[config.mk]
export PLATFORM = sky130hd
export DESIGN_NAME = yaz0d_fifo
export DESIGN_NICKNAME = d
export VERILOG_FILES = /design/src/sv/yaz0d_pkg.sv /design/src/sv/yaz0d_fifo.sv
export SDC_FILE = /design/constraint.sdc
export NUM_CORES = 1
export LEC_CHECK = 0
export ABC_AREA = 1
export BUFFER_PORTS_ARGS = -buffer_cell sky130_fd_sc_hd__buf_2
export CAP_MARGIN = 25
export CORE_MARGIN = 10
export CORE_UTILIZATION = 45
export CTS_BUF_LIST = sky130_fd_sc_hd__clkbuf_8
export CTS_CLUSTER_SIZE = 16
export DETAILED_ROUTE_END_ITERATION = 16
export GPL_TIMING_DRIVEN = 0
export PLACE_DENSITY = 0.73
export SETUP_SLACK_MARGIN = 0.15
export SYNTH_ARGS = -nofsm -noshare
export SYNTH_HDL_FRONTEND = slang
export SYNTH_SLANG_ARGS = --single-unit
[constraint.sdc]
create_clock -name clk -period 2.71 [get_ports clk]
set_input_delay 0 -clock clk [delete_from_list [all_inputs] [get_ports clk]]
set_output_delay 0 -clock clk [all_outputs]
set_load 0.01 [all_outputs]
[src/sv/yaz0d_pkg.sv]
// Shared types and constants of the Yaz0 decompressor.
package yaz0d_pkg;

	localparam int WINDOW_DEPTH = 4096;
	localparam int OUT_LANES    = 8;
	localparam int WIN_AW       = $clog2(WINDOW_DEPTH);
	localparam int CNT_W        = WIN_AW + 1;
	localparam int LEN_W        = 9;
	localparam int FIFO_DEPTH   = 4;
	localparam int FIFO_AW      = $clog2(FIFO_DEPTH);

	localparam logic [4:0] HEADER_BYTES = 5'd16;
	localparam logic [LEN_W-1:0] LONG_BIAS = 9'h012;
	localparam logic [0:0] REG_OUT_SIZE    = 1'b0;
	localparam logic [0:0] REG_SKIP_HEADER = 1'b1;

	// One command from the parser to the copy engine.
	typedef struct packed {
		logic             is_lit;
		logic [7:0]       lit_byte;
		logic [WIN_AW-1:0] dist_m1;
		logic [LEN_W-1:0] len;
		logic             new_stream;
		logic             done;
	} cmd_t;

	typedef enum logic [3:0] {
		PH_CODE   = 4'b0001,
		PH_FIRST  = 4'b0010,
		PH_SECOND = 4'b0100,
		PH_THIRD  = 4'b1000
	} phase_t;

	typedef enum logic [2:0] {
		ST_IDLE = 3'b001,
		ST_RD   = 3'b010,
		ST_PUT  = 3'b100
	} bstate_t;

endpackage

[src/sv/yaz0d_fifo.sv]
// Small command queue between the parser and the copy engine.
module yaz0d_fifo import yaz0d_pkg::*; (
	input  logic clk,
	input  logic arst_n,
	input  logic push,
	input  cmd_t push_cmd,
	input  logic pop,
	output cmd_t head_cmd,
	output logic empty,
	output logic full
);

	cmd_t              entry_q [FIFO_DEPTH];
	logic [FIFO_AW-1:0] wr_ptr_q;
	logic [FIFO_AW-1:0] rd_ptr_q;
	logic [FIFO_AW:0]   count_q;

	assign empty    = (count_q == '0);
	assign full     = (count_q == (FIFO_AW+1)'(FIFO_DEPTH));
	assign head_cmd = entry_q[rd_ptr_q];

	always_ff @(posedge clk) begin
		if (push) begin
			entry_q[wr_ptr_q] <= push_cmd;
		end
	end

	always_ff @(posedge clk or negedge arst_n) begin
		if (!arst_n) begin
			wr_ptr_q <= '0;
			rd_ptr_q <= '0;
			count_q  <= '0;
		end else begin
			if (push) wr_ptr_q <= wr_ptr_q + 1'b1;
			if (pop) rd_ptr_q <= rd_ptr_q + 1'b1;
			if (push && !pop) count_q <= count_q + 1'b1;
			else if (pop && !push) count_q <= count_q - 1'b1;
		end
	end

endmodule

After elaboration in Yosys (flattened, before gate mapping)
Memories as Yosys holds them, arrays and structs flattened.
Index checks and enable logic that the tools add are counted.
W data, S select, Z words.
{"block": "classes", "addsub": 4, "n_eq_ne": 1, "mux": 4, "reduce_logical": 6}
{"operator": "$mux W3", "count": 2}
{"operator": "$add A2 B1 Y2 const B", "count": 2}
{"operator": "$add A3 B1 Y3 const B", "count": 1}
{"operator": "$eq A3 B3 Y1 const B", "count": 1}
{"operator": "$logic_not A3 Y1", "count": 1}
{"operator": "$sub A3 B1 Y3 const B", "count": 1}
{"operator": "$logic_and A1 B1 Y1", "count": 2}
{"operator": "$logic_not A1 Y1", "count": 2}
{"operator": "$mux W1", "count": 2}
{"operator": "$reduce_bool A2 Y1", "count": 1}
{"block": "totals", "register_bits": 7, "ram_bits": 128, "input_bits": 36, "output_inout_bits": 34, "word_cells": 19, "n_memories": 1}
{"memory": "entry_q", "depth": 4, "width": 32, "rd": 1, "rd_clocked_by_memory_dff": 0, "write_ports": 1, "line": "yaz0d_fifo.sv:13", "text": "cmd_t entry_q [FIFO_DEPTH];"}

Longest topological paths before layout
{"block": "logic_depth", "word_depth": 4, "mapped_depth": 9, "ltp_nobuf": 9}

Worst setup path after synthesis
OpenSTA, ideal clock, no wires.
{"block": "synth_timing", "path_type": "reg2reg", "from": "register wr_ptr_q[0]", "to": "memory entry_q[2][0] in the netlist's numbering (enable)", "setup_ps": 387, "t_arrival_ps": 1297, "t_required_ps": 2323, "setup_slack_ps": 1026, "stages_incl_launch_ff": 5, "n_path_buf": 0, "synth_period_minus_slack_ps": 1684, "cell_sequence": "dfrtp_1 > inv_1 > ha_1 > nand2_1 > inv_1"}
{"element": "start, declared", "line": "yaz0d_fifo.sv:14", "text": "logic [FIFO_AW-1:0] wr_ptr_q;"}
{"element": "start signal, assigned", "line": "yaz0d_fifo.sv:34", "text": "if (push) wr_ptr_q <= wr_ptr_q + 1'b1;"}
{"element": "end, declared", "line": "yaz0d_fifo.sv:13"}
Straight into the memory's write port.

Worst setup path after layout
{"block": "layout_timing", "from": "register wr_ptr_q[0]", "to": "memory entry_q[0][13] in the netlist's numbering (enable)"}
Straight into the memory's write port.

==> out/qor.txt <==
CTS tree = done
Die Ht = 130 µm
worst path arrival time = 2030 ps
syn avg cell area = 13.0 µm²
Initial Util = 45.6%
relative slew slack = 44.3%
status = finished clean
Die X = 130 µm
post-layout util = 56.6%
Critical Path RT = 2850 ps
area delta synth->final = 24.1%
Port Buf Inserts = 69
worst slew pin tran = 835 ps
fraction of layout instances using a drive strength above 1 = 21.8%
power per cell area = 1040 nW/µm²
Synth Instances = 421
Net count, final = 588
final routed DRC violation total = 0
DRT iter0 DRCs = 195
RSZ-0062 raised after global routing = no
depth of the CTS H-tree = 4
crit-path cells = inv_1 -> ha_1 -> nand2_1 -> inv_1 -> buf_16
vias in the first global route = 3630
crit path max-delay cell type = inv_1
initial antenna violation count = 0
Final Hold Fails = 0
max-cap violation count = 0
sequential cell area fraction in the yosys report = 73.7%
die area = 16900 µm²
via count = 3478
# hold bufs at CTS = 36
Syn Std Cell Area = 5450 µm²
clock sinks = 135
Max Fclk = 0.529 GHz
First-pass DRT Iterations = 4
first-pass GRT wire length = 18300 µm
Core Footprint = 12000 µm²
Synth Warn # = 0
Leak Pwr = 0.00281 µW
pin count of the biggest net entering global routing = 33
commonest cells after routing, fill and taps aside = edfxtp_1 (128), nand2_1 (109), buf_2 (84), inv_1 (72), o211ai_1 (64)
drt via density = 4.93
CTS resizes = 0
Root Driver = clkbuf_8
Setup Crit Path Kind = reg -> reg
WL/cell = 16.4 µm
clock skew after layout = 9.09 ps
peak fanout along the critical path = 17
syn nets = 463
clk slew on worst S/H paths = 70 ps
Post CTS Setup Buffer Count = 0
minimum clock period = 1890 ps
Antenna diodes = 0
Final setup viols = 0
I/O pin total = 70
most used cell, CP = inv_1
Peak VDD IR = 0.441 mV
Max Slew Vio Count = 0
ANT nets after route = 0
Post-DP HPWL = 7290 µm
Seq cells post-synth = 135
Critical Path Sink Type = flip-flop
Fin Setup TNS = 0 ps
biggest cell delay along the critical path = 610 ps
row cnt = 40
GRT Util Overall = 14.4%
Yosys cell types = 18
final worst-path cycle share = 69.7%
commonest non-fill, non-tap cell in the layout = edfxtp_1
routed wire length = 11600 µm
worst-case clock buffer depth = 2
later-pin clock latency in the skew report = 440 ps
cts bufs inserted = 17
placer congestion estimate = 0.740
CP Launch Type = flip-flop
global route total overflow = 0
Tightest Hold Check Type = in -> reg
-- logic make-up after synthesis --
logic type | share of synthesized area (%)
buf+inv | 7.36
flops | 73.7
fa+ha+maj | 1.51
xor+xnor | 0.642
simple gates | 7.89
compound gates | 8.90
-- metrics by stage --
stage	worst slack, ps	cell area (µm²)	instances	total power, µW	hold slack [ps]
CTS	780	6770	706	7130	284
global placement	543	5980	637	5360	-154
detailed placement	800	6010	638	5460	-151
global route	719	6770	706	7510	291
floorplan	1030	5450	421	4410	-296
finish	820	6770	706	7030	303
-- worst max-delay path, delay by kind of cell (launching register included) --
| family | cells | cell delay [ps] |
|---|---|---|
| and+or+nand+nor | 1 | 50 |
| DFF | 1 | 430 |
| buffers and inverters | 3 | 950 |
| adders and majority gates | 1 | 150 |
-- layout make-up --
class / instances / area [µm²]
repair buffers: 106 / 733
inverters: 76 / 285
plain buffers: 22 / 116
fillers: 956 / 5190
well taps: 147 / 184
clock buffers: 17 / 234
clock inverters: 15 / 161
flip-flops and latches: 135 / 4020
multi-input cells: 188 / 1030
-- synth_stat cells --
cell type	n	area, µm²
inv_2	1	3.75
fa_1	1	20.0
inv_1	75	282
o211ai_1	64	480
nor3_1	2	10.0
edfxtp_1	128	3840
dfrtp_1	7	175
buf_1	1	3.75
buf_2	15	75.1
nand4_1	1	6.26
o21ai_1	1	5.00
ha_1	5	62.6
nand2_1	109	409
xnor2_1	1	8.76
buf_4	4	30.0
xor2_1	3	26.3
nand3_1	1	5.00
clkbuf_1	2	7.51
-- path summary, 6_finish.rpt --
| path | slack, ps | startpoint | endpoint | depth (start not counted) |
|---|---|---|---|---|
| setup / recovery | 820 | wr_ptr_q[0]$_DFFE_PN0P_ | entry_q[0][13]$_DFFE_PP_ | 5 |
| hold / removal | 300 | push_cmd[11] | entry_q[1][11]$_DFFE_PP_ | 2 |
| setup reg to reg | 820 | wr_ptr_q[0]$_DFFE_PN0P_ | entry_q[0][13]$_DFFE_PP_ | 5 |
| hold reg to reg | 510 | count_q[2]$_DFFE_PN0P_ | count_q[2]$_DFFE_PN0P_ | 2 |
| max in group asynchronous | 1900 | arst_n | rd_ptr_q[0]$_DFFE_PN0P_ | 3 |
| min in group asynchronous | 540 | arst_n | wr_ptr_q[1]$_DFFE_PN0P_ | 3 |
-- layer usage --
| layer | vias to the layer above | GRT usage, % | wire length [µm] |
|---|---|---|---|
| li1 | 1700 | - | - |
| met1 | 1663 | 16.2 | 4660 |
| met2 | 107 | 24.8 | 6050 |
| met3 | 8 | 4.95 | 779 |
| met4 | 0 | 5.56 | 119 |
| met5 | - | 0 | 0 |
-- sequential cells by signal, summed over array words and instances, names as in the netlist --
signal,count
entry_q,128
count_q,3
rd_ptr_q,2
wr_ptr_q,2
-- where the power goes --
part           leakage, µW  total, µW  switching (µW)  internal [µW]
registers          0.00126       2870             126           2740
clock network     0.000194       1620             731            893
logic              0.00136       2540            1650            888
Note: power is estimated with default switching activity, not from simulation.
