**src/sv/yaz0d_pkg.sv**
```systemverilog
// Shared types and constants of the Yaz0 decompressor.
package yaz0d_pkg;

	localparam int WINDOW_DEPTH = 4096;
	localparam int OUT_LANES    = 8;
	localparam int WIN_AW       = $clog2(WINDOW_DEPTH);
	localparam int CNT_W        = WIN_AW + 1;
	localparam int LEN_W        = 9;
	localparam int FIFO_DEPTH   = 4;
	localparam int FIFO_AW      = $clog2(FIFO_DEPTH);

	localparam logic [4:0] HEADER_BYTES = 5'd16;
	localparam logic [LEN_W-1:0] LONG_BIAS = 9'h012;
	localparam logic [0:0] REG_OUT_SIZE    = 1'b0;
	localparam logic [0:0] REG_SKIP_HEADER = 1'b1;

	// One command from the parser to the copy engine.
	typedef struct packed {
		logic             is_lit;
		logic [7:0]       lit_byte;
		logic [WIN_AW-1:0] dist_m1;
		logic [LEN_W-1:0] len;
		logic             new_stream;
		logic             done;
	} cmd_t;

	typedef enum logic [3:0] {
		PH_CODE   = 4'b0001,
		PH_FIRST  = 4'b0010,
		PH_SECOND = 4'b0100,
		PH_THIRD  = 4'b1000
	} phase_t;

	typedef enum logic [2:0] {
		ST_IDLE = 3'b001,
		ST_RD   = 3'b010,
		ST_PUT  = 3'b100
	} bstate_t;

endpackage

```
**src/sv/yaz0d_front.sv**
```systemverilog
// Parser: holds the configuration, walks the code bytes and issues commands.
module yaz0d_front import yaz0d_pkg::*; (
	input  logic        clk,
	input  logic        arst_n,
	input  logic        cfg_wr_en,
	input  logic [0:0]  cfg_index,
	input  logic [31:0] cfg_data,
	input  logic        accept,
	input  logic [7:0]  data_byte,
	input  logic        start_of_stream,
	output logic        push,
	output cmd_t        push_cmd
);

	logic [31:0] out_size_q;
	logic        skip_q;
	logic [31:0] prod_q, prod_e, prod_d, remaining;
	logic        fin_q, fin_e, fin_d, full_e;
	phase_t      ph_q, ph_e, ph_d;
	logic [3:0]  fl_q, fl_e, fl_d, fl_dec;
	logic [7:0]  fb_q, fb_e, fb_d, b1_q, b1_d, b2_q, b2_d;
	logic [4:0]  hdr_q, hdr_e, hdr_d;
	logic        pend_q, pend_d;
	logic [LEN_W-1:0] len_raw, clip_len;
	logic        take_cmd, is_lit, short_len;

	assign short_len = ({23'b0, len_raw} < remaining);
	assign clip_len  = short_len ? len_raw : remaining[LEN_W-1:0];
	assign fl_dec    = fl_e - 4'd1;

	always_comb begin
		prod_e = prod_q;
		fin_e  = fin_q;
		ph_e   = ph_q;
		fl_e   = fl_q;
		fb_e   = fb_q;
		hdr_e  = hdr_q;
		if (start_of_stream) begin
			prod_e = '0;
			fin_e  = 1'b0;
			ph_e   = PH_CODE;
			fl_e   = '0;
			fb_e   = '0;
			hdr_e  = skip_q ? HEADER_BYTES : 5'd0;
		end
		full_e    = fin_e || (prod_e >= out_size_q);
		remaining = out_size_q - prod_e;

		prod_d   = prod_e;
		fin_d    = fin_e;
		ph_d     = ph_e;
		fl_d     = fl_e;
		fb_d     = fb_e;
		hdr_d    = hdr_e;
		b1_d     = b1_q;
		b2_d     = b2_q;
		take_cmd = 1'b0;
		is_lit   = 1'b0;
		len_raw  = '0;

		if (!full_e) begin
			if (hdr_e != 5'd0) begin
				hdr_d = hdr_e - 5'd1;
			end else begin
				unique case (ph_e)
					PH_CODE: begin
						fb_d = data_byte;
						fl_d = 4'd8;
						ph_d = PH_FIRST;
					end
					PH_FIRST: begin
						if (fb_e[7]) begin
							take_cmd = 1'b1;
							is_lit   = 1'b1;
							len_raw  = 9'd1;
						end else begin
							b1_d = data_byte;
							ph_d = PH_SECOND;
						end
					end
					PH_SECOND: begin
						b2_d = data_byte;
						if (b1_q[7:4] == 4'd0) begin
							ph_d = PH_THIRD;
						end else begin
							take_cmd = 1'b1;
							len_raw  = {5'd0, b1_q[7:4]} + 9'd2;
						end
					end
					PH_THIRD: begin
						take_cmd = 1'b1;
						len_raw  = {1'b0, data_byte} + LONG_BIAS;
					end
					default: ph_d = PH_CODE;
				endcase
				if (take_cmd) begin
					fb_d   = {fb_e[6:0], 1'b0};
					fl_d   = fl_dec;
					ph_d   = (fl_dec == 4'd0) ? PH_CODE : PH_FIRST;
					prod_d = prod_e + {23'b0, clip_len};
					fin_d  = !short_len;
				end
			end
		end
		pend_d = (pend_q || start_of_stream) && !take_cmd;
	end

	assign push                = accept && take_cmd;
	assign push_cmd.is_lit     = is_lit;
	assign push_cmd.lit_byte   = data_byte;
	assign push_cmd.dist_m1    = {b1_q[3:0], (ph_e == PH_THIRD) ? b2_q : data_byte};
	assign push_cmd.len        = clip_len;
	assign push_cmd.new_stream = pend_q || start_of_stream;
	assign push_cmd.done       = !short_len;

	always_ff @(posedge clk or negedge arst_n) begin
		if (!arst_n) begin
			out_size_q <= '0;
			skip_q     <= 1'b1;
			prod_q     <= '0;
			fin_q      <= 1'b0;
			ph_q       <= PH_CODE;
			fl_q       <= '0;
			fb_q       <= '0;
			b1_q       <= '0;
			b2_q       <= '0;
			hdr_q      <= HEADER_BYTES;
			pend_q     <= 1'b0;
		end else begin
			if (cfg_wr_en) begin
				if (cfg_index == REG_OUT_SIZE) out_size_q <= cfg_data;
				if (cfg_index == REG_SKIP_HEADER) skip_q <= cfg_data[0];
			end
			if (accept) begin
				prod_q <= prod_d;
				fin_q  <= fin_d;
				ph_q   <= ph_d;
				fl_q   <= fl_d;
				fb_q   <= fb_d;
				b1_q   <= b1_d;
				b2_q   <= b2_d;
				hdr_q  <= hdr_d;
				pend_q <= pend_d;
			end
		end
	end

endmodule

```
**config.mk**
```make
export PLATFORM = sky130hd
export DESIGN_NAME = yaz0d_front
export DESIGN_NICKNAME = d
export VERILOG_FILES = /design/src/sv/yaz0d_pkg.sv /design/src/sv/yaz0d_front.sv
export SDC_FILE = /design/constraint.sdc
export NUM_CORES = 1
export LEC_CHECK = 0
export BUFFER_PORTS_ARGS = -buffer_cell sky130_fd_sc_hd__buf_4
export CORE_MARGIN = 2
export CORE_UTILIZATION = 52
export DETAILED_ROUTE_END_ITERATION = 8
export GPL_TIMING_DRIVEN = 0
export PLACE_DENSITY = 0.71
export REMOVE_ABC_BUFFERS = 1
export SYNTH_ARGS = -nofsm -noshare
export SYNTH_HDL_FRONTEND = slang
export SYNTH_SLANG_ARGS = --single-unit
```
**constraint.sdc**
```tcl
create_clock -name clk -period 11.58 [get_ports clk]
set_input_delay 2.316 -clock clk [delete_from_list [all_inputs] [get_ports clk]]
set_output_delay 2.316 -clock clk [all_outputs]
set_load 0.1 [all_outputs]
```
**After elaboration in Yosys (flattened, before gate mapping)**

Index checks and enable logic that the tools add are counted.

- Order comparisons: 2
- Add/subtract/negate cells: 6
- Equal/unequal tests: 4
- Bitwise gates (word level): 4
- Reductions and logical operators: 13
- Mux-type cells: 47

Operator list:

| kind | number |
|---|---|
| $mux 32 | 4 |
| $mux 8 | 6 |
| $mux 4 | 11 |
| $add 32x9->32 | 1 |
| $ge 32x32->1 | 1 |
| $lt 9x32->1 | 1 |
| $sub 32x32->32 | 1 |
| $mux 9 | 3 |
| $pmux 9 s3 | 1 |
| $mux 5 | 5 |
| $pmux 4 s4 | 1 |
| $mux 1 | 14 |
| $add 8x5->9 const B | 1 |
| $logic_not 4->1 | 2 |
| $add 4x2->5 const B | 1 |
| $reduce_and 5->1 | 1 |
| $reduce_bool 5->1 | 1 |
| $sub 5x1->5 const B | 1 |
| $eq 4x1->1 const B | 1 |
| $eq 4x2->1 const B | 1 |
| $eq 4x3->1 const B | 1 |
| $eq 4x4->1 const B | 1 |
| $not 1->1 | 4 |
| $reduce_and 2->1 | 2 |
| other kinds (7) | 10 |

- Output and inout port bits: 33
- Bits in registers: 104
- Input port bits: 46

**Longest topological paths before layout**

Gate-level depths: netlist of run 1.

- Word-level depth: 11
- Gate-level depth with buffers: 36
- Mapped depth without buffers: 32

**Worst setup path before layout of run 1**

OpenSTA, ideal clock, no wires.

- Path kind: input -> output
- Start: input port start_of_stream
- End: output port push_cmd[2] (netlist bit)
- Path slack: 0.326 ns
- Required time: 9.264 ns
- Data arrival time: 8.938 ns
- Stages: 23
- Path through: inv_1 clkbuf_1 buf_1 buf_1 nand2_1 ha_1 a21o_1 a21oi_1 a211o_1 a2111oi_4 o211ai_1 or4_1 nor2_1 ha_1 a211o_1 o22ai_1 nor2_1 o221ai_1 nor4_1 nand4_1 nor4_2 buf_4 mux2i_1

RTL lines:

| what | RTL line | text |
|---|---|---|
| from (decl) | yaz0d_front.sv:10 | `input logic start_of_stream,` |
| to (decl) | yaz0d_front.sv:12 | `output cmd_t push_cmd` |

==> results.md, run 1 <==
- Status: finished, final reports clean
- Routed WL: 21,800 um
- F_max: 89.0 MHz
- Placer Congestion: 0.943
- Fin. max-slew vios: 0
- Pre-CTS setup slack: -0.894 ns
- Post-Synth XOR/XNOR Area: 5.38%
- Critical-path maximum fanout: 24
- Syn Inst Count: 956
- Non-filler cells, final: 1,207
- Boundary pin count: 79
- Synth warn: 0
- Setup ws final: 0.344 ns
- Synthesized flop and latch total: 104
- WL per Instance: 18.1 um
- Met3 Wirelength: 1190 um
- Gr usage total: 26.9%
- Leak: 4.00 nW
- Max Used Layer: met4
- Die Wd: 129 um
- Simple-gate share of the synthesized area: 20.7%
- Largest net degree at the start of global routing: 105
- WHS Path Cells: 2
- Least-Margin Pin Slew: 1.19 ns
- Initial antenna violation count: 0
- Setup crit end kind: primary output
- Critical Path Start Type: input port
- Most frequent cell after synthesis: nand2_1
- Pre-Repair DR Iteration Count: 6
- Worst relative slew slack: 20.3%
- Site Rows: 45
- RSZ-0062 raised after global routing: false
- Adder-Cell Fraction of Synth Area: 8.79%
- Clk_lat worst skew: 0.37 ns
- Antenna viol nets, final: 0
- Via-to-Cell Ratio: 6.01
- Clock skew: 0.0125 ns
- Post-cts hold buffer count: 0
- First-pass GRT wire length: 35,500 um
- Std-Cell Core Area: 0.0153 sq mm
- Async SR Flop Fraction: 100%
- Reg2reg end: prod_q[28]
- Root Buffer: clkbuf_16
- Worst-case reg-to-reg path depth: 31
- Peak VDD IR: 106 uV
- Largest family of logic cells by synthesized area: simple AND/OR/NAND/NOR gates
- Synth cell types: 72
- Initial Utilization: 53.4%
- Area fraction in compound gates after synthesis: 18.9%
- DR iter-0 viols: 680
- Post-synth top cells: nand2_1, dfrtp_1, o21ai_0
- Worst Hold Class: reg2reg
- TritonCTS clock tree: done
- WS Path Type: in2out
- Met1 WL: 9880 um
- Synth area leader: dfrtp_1
- Via count: 7,256
- Power density over the cells: 134 mW/mm^2
- Clock transition at path regs: 0.08 ns
- # setup viols final: 0
- Placed cell count: 1,187
- Final min period: 11.24 ns
- Ant diodes: 0
- Number of port buffers: 78
- Clk sinks: 104
- Share of cells above drive strength 1: 17.7%
- Layout Nets: 1,093
- Total congestion overflow: 0
- Post-synthesis mux area share: 8.99%
- Number of synthesized flops with an enable pin: 0
- Post-synth top area share: 31.0%
- H-tree levels: 3
- Layout Area Growth over Synthesis: 11.6%
- CP arrival: 8.92 ns
- Synth Area per Inst: 8.52 sq um
- Syn Std Cell Area: 0.00814 sq mm
- Clock Tree Buf Depth: 2
- Post-DP HPWL: 16,200 um
- Sequential share of the synthesized area: 32.0%
- Area contributors post-synth: dfrtp_1, ha_1, mux2_2
- Final period util: 97.0%
- Vias in the first global route: 6,991
- Fin. Hold Viols: 0
- Die ar.: 0.0167 sq mm
- Synth Flop Type: dfrtp_1
- Reg-to-reg slack, setup: 3.09 ns
- Worst r2r src: prod_q[9]
- CTS Buf Count: 9
- Min-Delay Startpoint: prod_q[8]
- Routed length on met2: 10,500 um
- Req. time, crit path: 9.26 ns
- Die Y: 129 um
- Max cap viols: 0
- Filler cells: 1,393
- DRC Markers: 0
- Hold EP: prod_q[8]
-- cell families after synthesis --
kind of cell / count (synthesis)
AOI/OAI and AO/OA: 234
and+or+nand+nor: 350
adders and majority gates: 56
DFF: 104
buffers and inverters: 96
xor gates and xnor gates: 50
muxes: 66
-- critical path: stages --
cell,delay (ns)
buf_4,0.27
clkinvlp_4,0.47
nand2_1,0.36
ha_1,0.37
a21oi_1,0.21
o211ai_1,0.38
a21oi_1,0.14
o211ai_1,0.47
o211ai_1,0.33
or2_2,0.40
nor3_1,0.41
ha_1,0.25
o22ai_1,0.12
nor4_1,0.40
o221ai_1,0.23
nor4_1,0.34
nand4_1,0.18
nor4_4,0.33
buf_12,0.19
mux2i_1,0.36
buf_4,0.36
-- how the worst max path moves through the flow --
stage	start	endpoint	slack, ns	cells after the start
final	start_of_stream	push_cmd[2]	0.34	21
after global routing	start_of_stream	push_cmd[2]	0.002	21
after CTS	start_of_stream	push_cmd[2]	0.11	21
after detailed placement	start_of_stream	prod_q[11]	-0.89	29
after global placement	start_of_stream	prod_q[11]	-1.35	29
after floorplan	start_of_stream	prod_q[28]	-1.25	30
-- per-stage QoR --
stage	util, %	total power, W	setup TNS, ns	hold slack [ns]	instance area (sq um)
6_report	59.6	0.00122	0	0.482	9090
5_1_grt	59.6	0.00129	0	0.516	9090
4_1_cts	59.3	0.00122	0	0.489	9050
3_5_place_dp	57.2	0.000903	-19.68	0.472	8720
3_3_place_gp	57.0	0.000896	-37.17	0.463	8700
2_1_floorplan	-	0.000769	-28.05	0.450	7860
-- cell type report --
cell class / count / area (sq um) / share of cell area, %
timing repair buffer: 81 / 644 / 7.09
multi-input combinational: 756 / 5130 / 56.4
clock buffer: 10 / 239 / 2.63
timing repair inverter: 1 / 7.51 / 0.0826
sequential: 104 / 2610 / 28.7
inverter: 38 / 146 / 1.61
tap: 211 / 264 / 2.90
clock inverter: 6 / 56.3 / 0.619
-- cell usage in the layout (no fill, tap or decap), types with 10 or more instances in the layout --
cell type,count
a22o_1,10
a21o_1,14
o21ai_0,59
mux2_2,56
buf_4,78
nand3_1,24
dfrtp_1,101
and3_1,13
nand4_1,22
o21a_1,11
a21oi_1,58
nand2_1,155
xor2_1,24
xnor2_1,26
nor3_1,23
ha_1,54
nor2_1,54
inv_1,37
-- state kept, by name (all words and copies together), names as in the netlist, 4 cells and up --
| name | flops |
|---|---|
| ph_q | 4 |
| prod_q | 32 |
| hdr_q | 5 |
| b1_q | 8 |
| out_size_q | 32 |
| b2_q | 8 |
| fb_q | 8 |
| fl_q | 4 |
-- layer usage --
| layer | vias up | global-route usage [%] |
|---|---|---|
| li1 | 3514 | - |
| met1 | 3495 | 37.5 |
| met2 | 225 | 44.0 |
| met3 | 22 | 4.50 |
| met4 | 0 | 6.52 |
| met5 | - | 0 |
-- report_power, final --
part	internal, W	total, W	switching [W]
registers	0.000412	0.000452	0.0000396
logic	0.000168	0.000453	0.000286
clock network	0.000158	0.000313	0.000155
total	0.000738	0.00122	0.000481
-- repair_timing --
item,in CTS,in global routing
gates cloned,0,1
endpoints found under the setup margin,32,21
pin swaps,1,0
setup buffers,2,0
gates resized for setup,1,2
No activity file was read; power rests on OpenSTA's default activity.
==> run 2: changes to the inputs <==
--- a/config.mk
+++ b/config.mk
@@ -5,12 +5,13 @@
 export SDC_FILE = /design/constraint.sdc
 export NUM_CORES = 1
 export LEC_CHECK = 0
-export BUFFER_PORTS_ARGS = -buffer_cell sky130_fd_sc_hd__buf_4
+export CAP_MARGIN = 20
 export CORE_MARGIN = 2
 export CORE_UTILIZATION = 52
 export DETAILED_ROUTE_END_ITERATION = 8
+export DONT_BUFFER_PORTS = 1
 export GPL_TIMING_DRIVEN = 0
-export PLACE_DENSITY = 0.71
+export PLACE_DENSITY = 0.7
 export REMOVE_ABC_BUFFERS = 1
 export SYNTH_ARGS = -nofsm -noshare
 export SYNTH_HDL_FRONTEND = slang
==> constraint.sdc (replaced) <==
create_clock -name clk -period 9.1 [get_ports clk]
set_input_delay 1.82 -clock clk [delete_from_list [all_inputs] [get_ports clk]]
set_output_delay 1.82 -clock clk [all_outputs]
set_load 0.1 [all_outputs]
==> run 2 against run 1 <==
  * Routed wire length rose by 4.8%
  * Total power rose by 26%
  * Sequential power rose by 37%
  * Setup slack got worse by 0.18 ns
  * Critical path depth did not move
  * Flip-flop and latch count did not move
  * Register-to-register slack got worse by 1.7 ns
  * First-iteration DRC count fell by 19%
  * Count of clock-buffer cells in the layout fell by 1
  * Utilization rose by 1.5 points
  * Die area did not move
  * Clock skew fell by 0.0019 ns
==> results.md, run 2 (synthesized netlist as in run 1, its figures left out) <==
- Vias in the first global route: 6,749 (-3.5%)
- WL per Instance: 19.5 um (+8.0%)
- Final min period: 8.94 ns
- Layout Area Growth over Synthesis: 14.5%
- Setup crit end kind: primary output
- Root Buffer: clkbuf_16
- Worst Hold Class: reg2reg
- Least-Margin Pin Slew: 1.10 ns (-0.0952 ns)
- Share of cells above drive strength 1: 20.3% (+2.6 points)
- Via count: 7,240 (-0.22%)
- Site Rows: 45 (unchanged)
- Largest net degree at the start of global routing: 105 (unchanged)
- Clock transition at path regs: 0.08 ns (about the same)
- Via-to-Cell Ratio: 6.18 (+2.8%)
- Routed WL: 22,900 um (+4.8%)
- Initial Utilization: 53.4% (unchanged)
- Clk_lat worst skew: 0.36 ns (about the same)
- Critical-path maximum fanout: 23 (-4.2%)
- Die ar.: 0.0167 sq mm (unchanged)
- Final Util: 61.1% (+1.5 points)
- Reg area: 0.00261 sq mm (unchanged)
- Clock skew: 0.0105 ns (-0.00191 ns)
- Initial antenna violation count: 0 (unchanged)
- F_max: 112 MHz
- Die Wd: 129 um (unchanged)
- Layout Nets: 1,057 (-3.3%)
- Max cap viols: 0 (unchanged)
- Antenna viol nets, final: 0 (unchanged)
- CTS Buf Count: 9 (unchanged)
- Clock Tree Buf Depth: 2 (unchanged)
- Leak: 3.91 nW (-2.4%)
- Std-Cell Core Area: 0.0153 sq mm (unchanged)
- Top flop regs: out_size_q (32), prod_q (32)
- Setup TNS: 0 ns (unchanged)
- H-tree levels: 3 (unchanged)
- Peak VDD IR: 151 uV (+42%)
- Post-DP HPWL: 16,100 um (-0.18%)
- DRC Markers: 0 (unchanged)
- Clk sinks: 104 (unchanged)
- Number of port buffers: 0 (-100%)
- Req. time, crit path: 7.28 ns (-1.98 ns)
- Worst relative slew slack: 26.7% (+6.5 points)
- Die Y: 129 um (unchanged)
- DR iter-0 viols: 548 (-19%)
- Fin. max-slew vios: 0 (unchanged)
- CP arrival: 7.12 ns (-1.80 ns)
- Status: finished, final reports clean
- Critical Path Start Type: input port
- Multi-input combinational cell area: 0.00552 sq mm (+7.7%)
- # setup viols final: 0 (unchanged)
- Most common cell after layout, fill and taps aside: nand2_1
- TritonCTS clock tree: done
- Boundary pin count: 79 (unchanged)
- Most frequent cells in the layout: nand2_1, dfrtp_1, o21ai_0
- WS Path Type: in2out
- Ant diodes: 0 (unchanged)
- Filler cells: 1,357 (-2.6%)
- Final period util: 98.2%
- Pre-Repair DR Iteration Count: 5 (-1)
- Power density over the cells: 165 mW/mm^2 (+23%)
- First-pass GRT wire length: 34,900 um (-1.7%)
- Total congestion overflow: 0 (unchanged)
- Placer Congestion: 0.909 (-3.6%)
- Fin. Hold Viols: 0 (unchanged)
- Post-cts hold buffer count: 0 (unchanged)
- Gr usage total: 26.6% (-0.36 points)
==> run 2: cell count changes in the layout (fill, tap and decap cells not counted), sizes merged <==
cell | before | now
buf | 81 | 43
clkinv | 1 | 4
inv | 42 | 39
clkbuf | 10 | 12
==> run 2: cell type report <==
class                           instances  share of cell area [%]
Inverter                               38                    1.57
Sequential cell                       104                    28.0
Clock inverter                          7                   0.711
Clock buffer                            9                    2.42
Tap cell                              211                    2.83
Timing Repair Buffer                   46                    5.29
Multi-Input combinational cell        756                    59.2
==> run 2: metrics by stage <==
stage,area [sq um],total power [W],setup slack [ns],hold WS [ns],std cells
6_report,9320,0.00154,0.162,0.484,1171
2_1_floorplan,7860,0.000978,-3.23,0.450,898
3_3_place_gp,8120,0.00108,-6.19,0.463,1109
3_5_place_dp,8320,0.00110,-1.94,0.471,1115
5_1_grt,9320,0.00163,-0.0673,0.510,1171
4_1_cts,8760,0.00150,0.00219,0.488,1142
==> run 2: per-layer routing <==
metal  wire length, um  part of all wire, %  up-vias  global-route usage (%)
li1                  -                    -     3435                       -
met1              9990                   44     3488                    35.5
met2             11000                   48      251                    44.1
met3              1160                  5.1       66                    4.34
met4               752                  3.3        0                    8.76
met5                 0                    0        -                       0
==> run 2: final timing paths <==
path                            slack [ns]  cells after the start            end             from
min in group asynchronous             1.15                      0  out_size_q[9]           arst_n
max in group asynchronous             7.72                      0        ph_q[0]           arst_n
worst min register to register        0.48                      2      prod_q[8]        prod_q[8]
worst max register to register        1.35                     31     prod_q[28]        prod_q[0]
worst min-delay path                  0.48                      2      prod_q[8]        prod_q[8]
worst max-delay path                  0.16                     21    push_cmd[5]  start_of_stream
==> run 2: power breakdown <==
part	switching [W]	total (W)	internal, W	leakage, nW
logic	0.000306	0.000540	0.000234	2.41
clock network	0.000191	0.000383	0.000191	0.141
registers	0.0000943	0.000618	0.000524	1.35
==> run 2: timing repair <==
item | CTS | global route
resized for setup | 17 | 63
gates cloned | 0 | 4
setup buffers | 11 | 25
pin swaps | 7 | 25
setup endpoints to repair | 37 | 33
==> run 2: critical path, stage by stage <==
cell and delay, ns:
clkinvlp_4 0.17, clkbuf_16 0.24, nand2_2 0.10, fa_2 0.24, a21o_1 0.15, nand4_1 0.16
a211o_1 0.37, a2111oi_4 0.39, o211ai_1 0.19, or2_2 0.37, nor3_4 0.25, ha_1 0.21
o22ai_1 0.12, nor4_2 0.36, o221ai_2 0.17, nor4_2 0.26, nand4_1 0.17, nor4_4 0.30
buf_8 0.18, buf_4 0.13, mux2i_4 0.72
